--- src/assert_macros.svh ---
// Assertion macros shared by the RTL of the radix digit printer.
// No dependencies; synthesis builds see empty bodies.
`ifndef ASSERT_MACROS_SVH
`define ASSERT_MACROS_SVH

`ifndef SYNTHESIS

// Same-cycle implication, disabled while reset is held low
`define ASSERT_IMPLIES(label, clk, rst_n, ante, cons, msg) \
    label: assert property (@(posedge clk) disable iff (!(rst_n)) (ante) |-> (cons)) \
        else $error(msg);

// Next-cycle implication, disabled while reset is held low
`define ASSERT_NEXT(label, clk, rst_n, ante, cons, msg) \
    label: assert property (@(posedge clk) disable iff (!(rst_n)) (ante) |=> (cons)) \
        else $error(msg);

`else

`define ASSERT_IMPLIES(label, clk, rst_n, ante, cons, msg)
`define ASSERT_NEXT(label, clk, rst_n, ante, cons, msg)

`endif

`endif

--- src/itrd_pkg.sv ---
// Package for the radix digit printer: widths, radix codes, reciprocal
// constant, control struct and the digit-to-ASCII function. No dependencies.
`default_nettype none

package itrd_pkg;

    localparam int VALUE_WIDTH = 32;
    localparam int CNT_W       = $clog2(VALUE_WIDTH + 1);
    localparam int DIGIT_W     = 4;
    localparam int SYM_W       = 8;
    localparam int RADIX_W     = 3;

    // Decimal split: quotient = (mag * DEC_RECIP) >> DEC_SHIFT
    localparam int PROD_W    = 2 * VALUE_WIDTH;
    localparam int DEC_SHIFT = VALUE_WIDTH + 3;
    localparam logic [PROD_W-1:0] DEC_RECIP_WIDE =
        ((PROD_W)'(1) << DEC_SHIFT) / 10 + (PROD_W)'(1);
    localparam logic [VALUE_WIDTH-1:0] DEC_RECIP = DEC_RECIP_WIDE[VALUE_WIDTH-1:0];

    // Radix register codes; codes above RADIX_HEX are unrecognized
    localparam logic [RADIX_W-1:0] RADIX_BIN = 3'd0;
    localparam logic [RADIX_W-1:0] RADIX_OCT = 3'd1;
    localparam logic [RADIX_W-1:0] RADIX_DEC = 3'd2;
    localparam logic [RADIX_W-1:0] RADIX_HEX = 3'd3;

    localparam logic [SYM_W-1:0] ASCII_MINUS  = 8'h2D;
    localparam logic [SYM_W-1:0] ASCII_ZERO   = 8'h30;
    localparam logic [SYM_W-1:0] ASCII_UPPERA = 8'h41;

    // Control from the sequencer to the digit unit
    typedef struct packed {
        logic                 mul_en;
        logic [RADIX_W-1:0]   radix;
    } ctl_t;

    // Map a digit value to its uppercase ASCII symbol
    function automatic logic [SYM_W-1:0] digit_ascii(input logic [DIGIT_W-1:0] d);
        logic [SYM_W-1:0] ext;
        ext = {{(SYM_W-DIGIT_W){1'b0}}, d};
        if (d < 4'd10) begin
            return ASCII_ZERO + ext;
        end else begin
            return ASCII_UPPERA + ext - 8'd10;
        end
    endfunction

endpackage

`default_nettype wire

--- src/itrd_digit_unit.sv ---
// Shared digit unit: splits a magnitude into quotient and low digit for the
// selected radix. Depends on itrd_pkg.
`default_nettype none

module itrd_digit_unit (
    input  wire logic                              aclk,
    input  wire itrd_pkg::ctl_t                    ctl,
    input  wire logic [itrd_pkg::VALUE_WIDTH-1:0]  mag_i,
    output logic      [itrd_pkg::VALUE_WIDTH-1:0]  quot_o,
    output logic      [itrd_pkg::DIGIT_W-1:0]      rem_o
);

    logic [itrd_pkg::PROD_W-1:0]      prod_reg;
    logic [itrd_pkg::VALUE_WIDTH-1:0] dec_quot;
    logic [itrd_pkg::VALUE_WIDTH-1:0] dec_diff;

    // Capture the reciprocal product; mag_i holds until the split cycle
    always_ff @(posedge aclk) begin
        if (ctl.mul_en) begin
            prod_reg <= itrd_pkg::PROD_W'(mag_i) * itrd_pkg::PROD_W'(itrd_pkg::DEC_RECIP);
        end
    end

    // Decimal quotient and remainder from the registered product
    assign dec_quot = itrd_pkg::VALUE_WIDTH'(prod_reg >> itrd_pkg::DEC_SHIFT);
    assign dec_diff = mag_i - ((dec_quot << 3) + (dec_quot << 1));

    // Select the split for the radix
    always_comb begin
        case (ctl.radix)
            itrd_pkg::RADIX_BIN: begin
                quot_o = mag_i >> 1;
                rem_o  = {3'b000, mag_i[0]};
            end
            itrd_pkg::RADIX_OCT: begin
                quot_o = mag_i >> 3;
                rem_o  = {1'b0, mag_i[2:0]};
            end
            itrd_pkg::RADIX_DEC: begin
                quot_o = dec_quot;
                rem_o  = dec_diff[itrd_pkg::DIGIT_W-1:0];
            end
            itrd_pkg::RADIX_HEX: begin
                quot_o = mag_i >> 4;
                rem_o  = mag_i[3:0];
            end
            default: begin
                quot_o = '0;
                rem_o  = '0;
            end
        endcase
    end

endmodule

`default_nettype wire

--- src/integer_to_radix_digits.sv ---
// Radix digit printer top level: sequencer, digit stack and output register.
// Depends on itrd_pkg, itrd_digit_unit and assert_macros.svh.
//
// Takes one signed 32-bit number per input transfer and sends its ASCII
// characters, most significant first, one per output transfer, with tlast on
// the final one: '-' first for negatives, then the digits of the magnitude in
// binary, octal, decimal or uppercase hex per the radix register (reset:
// decimal). Zero prints "0"; an unrecognized radix code drops the number. The
// shared digit unit yields one digit per cycle for the power-of-two radices
// and in decimal alternates a registered 32x32 reciprocal multiply in ST_MUL
// with the split in ST_SPLIT; digits collect on a stack and then drain one
// per cycle while the sink is ready. s_tready is low until the last
// character is loaded.
`default_nettype none
`include "assert_macros.svh"

module integer_to_radix_digits (
    input  wire logic                              aclk,
    input  wire logic                              aresetn,
    // radix register write
    input  wire logic                              cfg_valid,
    output logic                                   cfg_ready,
    input  wire logic [itrd_pkg::RADIX_W-1:0]      cfg_data,     // radix_select
    // number in
    input  wire logic                              s_tvalid,
    output logic                                   s_tready,
    input  wire logic [itrd_pkg::VALUE_WIDTH-1:0]  s_tdata,      // value
    // characters out
    output logic                                   m_tvalid,
    input  wire logic                              m_tready,
    output logic      [itrd_pkg::SYM_W-1:0]        m_tdata,      // symbol
    output logic                                   m_tlast       // last_char
);

    typedef enum logic [2:0] {
        ST_IDLE,
        ST_MUL,
        ST_SPLIT,
        ST_SIGN,
        ST_EMIT
    } state_t;

    state_t                            state_reg;
    logic [itrd_pkg::RADIX_W-1:0]      radix_reg;
    logic [itrd_pkg::VALUE_WIDTH-1:0]  mag_reg;
    logic                              neg_reg;
    logic [itrd_pkg::CNT_W-1:0]        count_reg;
    logic [itrd_pkg::DIGIT_W-1:0]      stack_reg [itrd_pkg::VALUE_WIDTH];
    logic                              m_tvalid_reg;
    logic [itrd_pkg::SYM_W-1:0]        m_tdata_reg;
    logic                              m_tlast_reg;

    itrd_pkg::ctl_t                    unit_ctl;
    logic [itrd_pkg::VALUE_WIDTH-1:0]  unit_quot;
    logic [itrd_pkg::DIGIT_W-1:0]      unit_rem;
    logic [itrd_pkg::VALUE_WIDTH-1:0]  in_mag;
    logic                              radix_known;
    logic                              is_dec;
    logic                              out_free;
    logic                              out_load;

    assign cfg_ready = 1'b1;
    assign s_tready  = (state_reg == ST_IDLE);
    assign m_tvalid  = m_tvalid_reg;
    assign m_tdata   = m_tdata_reg;
    assign m_tlast   = m_tlast_reg;

    assign radix_known = (radix_reg == itrd_pkg::RADIX_BIN) || (radix_reg == itrd_pkg::RADIX_OCT)
                      || (radix_reg == itrd_pkg::RADIX_DEC) || (radix_reg == itrd_pkg::RADIX_HEX);
    assign is_dec      = (radix_reg == itrd_pkg::RADIX_DEC);
    assign out_free    = !m_tvalid_reg || m_tready;

    // Load the output register from the sign and digit states
    assign out_load    = out_free && ((state_reg == ST_SIGN) || (state_reg == ST_EMIT));

    // Magnitude of the incoming number; the most negative value maps to 2^(W-1)
    assign in_mag = s_tdata[itrd_pkg::VALUE_WIDTH-1] ? (~s_tdata + 1'b1) : s_tdata;

    assign unit_ctl.mul_en = (state_reg == ST_MUL);
    assign unit_ctl.radix  = radix_reg;

    itrd_digit_unit u_digit (
        .aclk   (aclk),
        .ctl    (unit_ctl),
        .mag_i  (mag_reg),
        .quot_o (unit_quot),
        .rem_o  (unit_rem)
    );

    // Sequencer, digit stack and output register
    always_ff @(posedge aclk) begin
        if (!aresetn) begin
            state_reg    <= ST_IDLE;
            radix_reg    <= itrd_pkg::RADIX_DEC;
            neg_reg      <= 1'b0;
            count_reg    <= '0;
            m_tvalid_reg <= 1'b0;
        end else begin
            if (cfg_valid) begin
                radix_reg <= cfg_data;
            end
            // raise the valid on a load, drop it once the character is taken
            if (out_load) begin
                m_tvalid_reg <= 1'b1;
            end else if (m_tvalid_reg && m_tready) begin
                m_tvalid_reg <= 1'b0;
            end

            unique case (state_reg)
                ST_IDLE: begin
                    if (s_tvalid && radix_known) begin
                        mag_reg   <= in_mag;
                        neg_reg   <= s_tdata[itrd_pkg::VALUE_WIDTH-1];
                        count_reg <= '0;
                        state_reg <= is_dec ? ST_MUL : ST_SPLIT;
                    end
                end
                ST_MUL: begin
                    state_reg <= ST_SPLIT;
                end
                ST_SPLIT: begin
                    // push the low digit and advance to the quotient
                    stack_reg[0] <= unit_rem;
                    for (int i = 1; i < itrd_pkg::VALUE_WIDTH; i++) begin
                        stack_reg[i] <= stack_reg[i-1];
                    end
                    count_reg <= count_reg + 1'b1;
                    mag_reg   <= unit_quot;
                    if (unit_quot == '0) begin
                        state_reg <= neg_reg ? ST_SIGN : ST_EMIT;
                    end else begin
                        state_reg <= is_dec ? ST_MUL : ST_SPLIT;
                    end
                end
                ST_SIGN: begin
                    if (out_free) begin
                        m_tdata_reg  <= itrd_pkg::ASCII_MINUS;
                        m_tlast_reg  <= 1'b0;
                        state_reg    <= ST_EMIT;
                    end
                end
                ST_EMIT: begin
                    // pop the most significant digit into the output register
                    if (out_free) begin
                        m_tdata_reg  <= itrd_pkg::digit_ascii(stack_reg[0]);
                        m_tlast_reg  <= (count_reg == itrd_pkg::CNT_W'(1));
                        for (int i = 0; i < itrd_pkg::VALUE_WIDTH - 1; i++) begin
                            stack_reg[i] <= stack_reg[i+1];
                        end
                        count_reg <= count_reg - 1'b1;
                        if (count_reg == itrd_pkg::CNT_W'(1)) begin
                            state_reg <= ST_IDLE;
                        end
                    end
                end
                default: begin
                    state_reg <= ST_IDLE;
                end
            endcase
        end
    end

    `ASSERT_IMPLIES(a_idle_stack_empty, aclk, aresetn, state_reg == ST_IDLE, count_reg == '0, "digit stack not empty while idle")
    `ASSERT_IMPLIES(a_stack_bound, aclk, aresetn, 1'b1, count_reg <= itrd_pkg::CNT_W'(itrd_pkg::VALUE_WIDTH), "digit stack overflow")
    `ASSERT_IMPLIES(a_dec_digit, aclk, aresetn, state_reg == ST_SPLIT && is_dec, unit_rem < 4'd10, "decimal digit out of range")
    `ASSERT_NEXT(a_last_marked, aclk, aresetn, state_reg == ST_EMIT && out_free && count_reg == itrd_pkg::CNT_W'(1), m_tvalid && m_tlast, "final character not marked last")
    `ASSERT_NEXT(a_emit_nonempty, aclk, aresetn, state_reg == ST_SPLIT, count_reg != '0, "split left the digit stack empty")

endmodule

`default_nettype wire
--- config.mk ---
export PLATFORM = sky130hd
export DESIGN_NAME = integer_to_radix_digits
export DESIGN_NICKNAME = d
export VERILOG_FILES = /design/src/itrd_pkg.sv /design/src/itrd_digit_unit.sv /design/src/integer_to_radix_digits.sv
export VERILOG_INCLUDE_DIRS = /design/src /design/src/src
export SDC_FILE = /design/constraint.sdc
export NUM_CORES = 1
export LEC_CHECK = 0
export ABC_AREA = 1
export BUFFER_PORTS_ARGS = -buffer_cell sky130_fd_sc_hd__buf_2
export CAP_MARGIN = 20
export CORE_MARGIN = 2
export CORE_UTILIZATION = 45
export CTS_BUF_LIST = sky130_fd_sc_hd__clkbuf_8
export CTS_CLUSTER_SIZE = 25
export DETAILED_ROUTE_END_ITERATION = 8
export GPL_TIMING_DRIVEN = 0
export HOLD_SLACK_MARGIN = 0.06
export PLACE_DENSITY_LB_ADDON = 0.12
export RECOVER_POWER = 100
export SYNTH_ARGS = -nofsm -noshare
export SYNTH_HDL_FRONTEND = slang
export SYNTH_HIERARCHICAL = 1
export SYNTH_SLANG_ARGS = --single-unit
--- constraint.sdc ---
create_clock -name aclk -period 5.6 [get_ports aclk]
set_input_delay 0.56 -clock aclk [delete_from_list [all_inputs] [get_ports aclk]]
set_output_delay 0.56 -clock aclk [all_outputs]
set_load 0.02 [all_outputs]
Word-level counts from Yosys, hierarchy flattened
Memory sizes are Yosys's and may differ from the RTL's.
Index checks and enable logic that the tools add are counted.
Cells by class
  multiply operators: 1
  $lt $le $gt $ge: 1
  eq/ne operators: 12
  reduce and logical (&&, ||, !) cells: 21
  muxes and demuxes: 63
  bitwise operators: 32
  add/sub/neg operators: 8
Operator list (number)
  4-bit 2-to-1 mux: 31
  31-bit case mux with 4 select lines: 1
  32-bit by 32-bit multiplier with 64-bit output, second input constant: 1
  32-bit 2-to-1 mux: 2
  32-bit case mux with 2 select lines: 1
  32-bit by 1-bit adder with 32-bit output, second input constant: 1
  32-bit logical NOT: 1
  32-bit NOT: 1
  1-bit OR: 31
  8-bit 2-to-1 mux: 3
  3-bit 2-to-1 mux: 6
  6-bit case mux with 3 select lines: 1
  4-bit case mux with 4 select lines: 1
  8-bit case mux with 2 select lines: 1
  3-bit case mux with 5 select lines: 1
  3-bit by 2-bit == test with 1-bit output, second input constant: 4
  6-bit 2-to-1 mux: 2
  1-bit 2-to-1 mux: 11
  7-bit by 4-bit adder with 8-bit output, first input constant: 1
  4-bit AND reduction: 2
  8-bit by 4-bit subtractor with 8-bit output, second input constant: 1
  6-bit by 4-bit adder with 7-bit output, first input constant: 1
  6-bit by 1-bit adder with 6-bit output, second input constant: 1
  3-bit by 1-bit == test with 1-bit output, second input constant: 2
  other kinds (18): 30
Storage, ports and cells
  register bits: 119
  bits in writable memories: 128
  output and inout port bits: 12
  memories: 1
  word-level logic and storage cells: 148
  input port bits: 40
Memory list
  stack_reg: words 32, width 4, rd ports 32, clocked after Yosys merged registers in 0, write ports 32, line integer_to_radix_digits.sv:48  | logic [itrd_pkg::DIGIT_W-1:0] stack_reg [itrd_pkg::VALUE_WIDTH];

Longest topological paths before layout
  depth after elaboration: 7
  depth in mapped cells: 30
  depth with buffers taken out: 29

Cells and area by module
Netlist, hierarchy kept.
Modules (own cells, without submodules)
  itrd_digit_unit: seq. area each 870.8 µm², area each 21151.5 µm², times used 1, cells an instance 2677
  integer_to_radix_digits: seq. area each 5325.1 µm², area each 8908.5 µm², times used 1, cells an instance 965

Worst setup path after synthesis
OpenSTA, ideal clock, no wires.
  kind: reg2reg
  from: register mag_reg[19] (netlist name)
  to: register u_digit/prod_reg[53] (netlist name) (data pin)
  required time: 5348 ps
  clock period less this slack: 5953 ps
  arrival time: 5701 ps
  library setup time: 252 ps
  buffers on the path: 0
  stages on the path, launching flop included: 23
  path slack: -353 ps
  path through: edfxtp_1 -> ha_1 -> inv_1 -> fa_1 -> inv_1 -> fa_1 -> inv_1 -> fa_1 -> inv_1 -> fa_1 -> fa_1 -> fa_1 -> inv_1 -> fa_1 -> inv_1 -> ha_1 -> nand2_1 -> nor2_4 -> nand2_2 -> nor4_2 -> nand2_1 -> nand3_1 -> nand2_1
On the way
  longest elaborated chain between the ends: 1
Ends and longest elaborated chain
  from (decl): line integer_to_radix_digits.sv:45  | logic [itrd_pkg::VALUE_WIDTH-1:0] mag_reg;
  from (signal assigned): line integer_to_radix_digits.sv:112  | mag_reg <= in_mag;
  from (signal assigned): line integer_to_radix_digits.sv:128  | mag_reg <= unit_quot;
  32-bit by 32-bit multiplier with 64-bit output: line itrd_digit_unit.sv:20  | prod_reg <= itrd_pkg::PROD_W'(mag_i) * itrd_pkg::PROD_W'(itrd_pkg::DEC_RECIP);
  to (signal assigned): line itrd_digit_unit.sv:20
  to (decl): line itrd_digit_unit.sv:13  | logic [itrd_pkg::PROD_W-1:0] prod_reg;
Every way passes these cells.
A chain may end at the register's enable or synchronous reset.

Worst setup path in the final report
  from: register mag_reg[1] (netlist name)
  to: register u_digit/prod_reg[56] (netlist name) (data pin)
The elaborated chain is that of the path after synthesis.

==> impl_metrics.yaml <==
outcome:
  outcome: "complete, but fails checks"
  violations: "max-capacitance violations, max-slew violations, negative setup slack"
die:
  rows: 94
  ioPinCount: 52
  die_area_mm2: 0.0689
  die_h_um: 262
  coreArea_mm2: 0.0660
  initial_core_util_pct: 45.6
  die-width_um: 262
critical_path:
  worst_setup_path_start_kind: "flop"
  cp_common_cell: "fa_1"
  cp_slowest_cell: "fa_1"
  rrSetupSlack_ps: -650
  crit_chain: "buf_6 > ha_4 > xor2_4 > ha_4 > or2_4 > fa_1 > fa_2 > fa_1 > fa_2 > fa_1 > inv_1 > fa_1 > inv_2 > ha_4 > nand2_4 > nor2_4 > nand2_2 > nor3_4 > nand2_1 > nor2_1 > nand2_1 > nand3_2 > nand2_2"
  cp_data_required_time_ps: 5940
  worstPathArrival_ps: 6590
  path_max_fanout: 4
  cp_slowest_stage_delay_ps: 560
  worst-path-buf-inv: 3
  crit_type: "reg -> reg"
  cp-end-kind: "flop"
  path_delay_family: "adder cells"
sta:
  final_hold_viol_count: 0
  period_share_pct: 112
  worst_pin_slew_ps: 2650
  fmax_ghz: 0.160
  timing.slew.headroom_pct: -77.2
  fin_crit_ps: 6250
  report.final.slew_viol_count: 68
  fin_skew_ps: 35.8
  rsz0062_at_grt: "yes"
  final-setup-viol-count: 29
  fin_hold_ws_ps: 178
  setup_ws_ps: -646
final_layout:
  multiInputGateArea_mm2: 0.0218
  final_cells: 4769
  n_antenna_cell: 0
  drive_above_1_share_pct: 18.5
  final_common_cell: "inv_1"
  final_cell_mix: "937 x inv_1, 720 x nand2_1, 365 x fa_1"
  final-seq-area_mm2: 0.00620
  post-route-util_pct: 53.8
  synthToLayoutAreaGrowth_pct: 18.1
  layout.nets: 4660
  largest_register_ffs: 128
  fillers: 6246
yosys:
  syn-num-nets: 4422
  synthFlopType: "edfxtp_1"
  synth_top_family_by_area: "adder cells"
  synth_edf_count: 197
  muxShareOfSynthArea_pct: 0.150
  ys_seq_area_share_pct: 20.6
  synth_cells: 3642
  synth-seq-cells: 211
  synthArstFlopShare_pct: 0
  yosysUniqueCellTypes: 52
  synth_xor_area_share_pct: 1.95
  synthAdderAreaFrac_pct: 40.5
  synth_area_mm2: 0.0301
  synth-compound-area-share_pct: 6.03
  syn_avg_cell_area_um2: 8.25
  synth-simple-area-share_pct: 17.2
  yosys_warnings: 6
grt:
  grt_pass1_vias: 24200
  grtUsageMet1_pct: 39.2
  met2_usage_pct: 45.4
  overflow: 0
  grt_antenna_before_repair: 0
  grt_max_degree: 68
  grt_busiest_layer: "met2"
  grt_pass1_wl_um: 147000
  grt_util_all_layers_pct: 28.5
  met3_usage_pct: 3.47
detailed_routing:
  drt-initial-drc-count: 2075
  vias: 24200
  first_pass_iters: 7
  wl_per_cell_um: 20.2
  drc_errors: 0
  ant_nets: 0
  wl_um: 96500
  via_per_inst: 5.07
clock_network:
  numCtsBuffers: 31
  root_buffer: "clkbuf_8"
  clk_pin_slew_worst_paths_ps: 80
  clk_path_buf_depth: 3
  cts_sinks: 211
  cts_tree: "yes"
  clk_latency_ps: 620
  htreeDepth: 1
hold_path:
  hp-class: "in -> reg"
place:
  globalplace.congestion: 0.976
  dpl.cell_count: 4560
  port_buffers: 49
  place_worst_setup_slack_ps: -1620
  dpl.hpwl_um: 77100
run:
  cap_violations: 1
-- synth_stat cells (21+ instances only) --
cell type  number  share of area, %
clkbuf_1       21              0.26
inv_1         983                12
nor2_1        172               2.1
o21ai_0       101               1.7
edfxtp_1      197                20
buf_2          33              0.55
a21oi_1        94               1.6
o221ai_1       28              0.82
nand3_1       104               1.7
nor2_2         25              0.52
xor2_1         51               1.5
ha_1          353                15
fa_1          387                26
nand2_1       847                11
a22oi_1        28              0.70
inv_2          30              0.37
-- repair_timing --
| action | 4_1_cts | 5_1_grt |
|---|---|---|
| pin swaps | 149 | 113 |
| resized for setup | 295 | 127 |
| setup endpoints to repair | 29 | 29 |
| hold buffers | 0 | 0 |
| buffers inserted | 139 | 16 |
-- tightest hold or removal path: stages --
cell and delay [ps]:
buf_2 70, a21oi_1 70, o21ai_0 70
-- layout make-up --
class	count	share of cell area, %
Multi-Input combinational cell	2358	61.4
Sequential cell	211	17.4
Inverter	1014	10.8
Timing Repair Buffer	209	4.88
Tap cell	864	3.04
Clock buffer	33	1.28
Buffer	55	0.698
Clock inverter	25	0.469
-- worst paths after layout --
| kind | depth (start not counted) | endpoint | startpoint |
|---|---|---|---|
| worst max register to register | 23 | u_digit/prod_reg[56] | mag_reg[1] |
| worst min register to register | 0 | stack_reg[0][125] | stack_reg[0][121] |
| worst max-delay path | 23 | u_digit/prod_reg[56] | mag_reg[1] |
| worst min-delay path | 3 | radix_reg[1] | cfg_data[1] |
-- per-stage QoR --
step	cell area, um^2	TNS [ps]
after detailed placement	32100	-39920
after CTS	35100	-13370
after global placement	32000	-125260
after floorplan	30700	-2990
final	35500	-15240
after global routing	35500	-20120
-- metal layers --
layer | up-vias | share of wire (%)
met5 | - | 0
met4 | 0 | 5.4
met3 | 179 | 6.1
met2 | 757 | 45
met1 | 11700 | 44
li1 | 11500 | -
-- cells by family (layout without fill, tap and decap cells) --
group | count (synthesis) | count (layout)
xor+xnor | 67 | 67
buf+inv | 1073 | 1336
compound gates | 304 | 304
fa+ha+maj | 740 | 740
simple gates | 1240 | 1240
mux | 4 | 4
other cells | 3 | 3
flops | 211 | 211
Power is not shown: default switching activity piles up to over one toggle a cycle in this logic, so the estimate is an artifact.
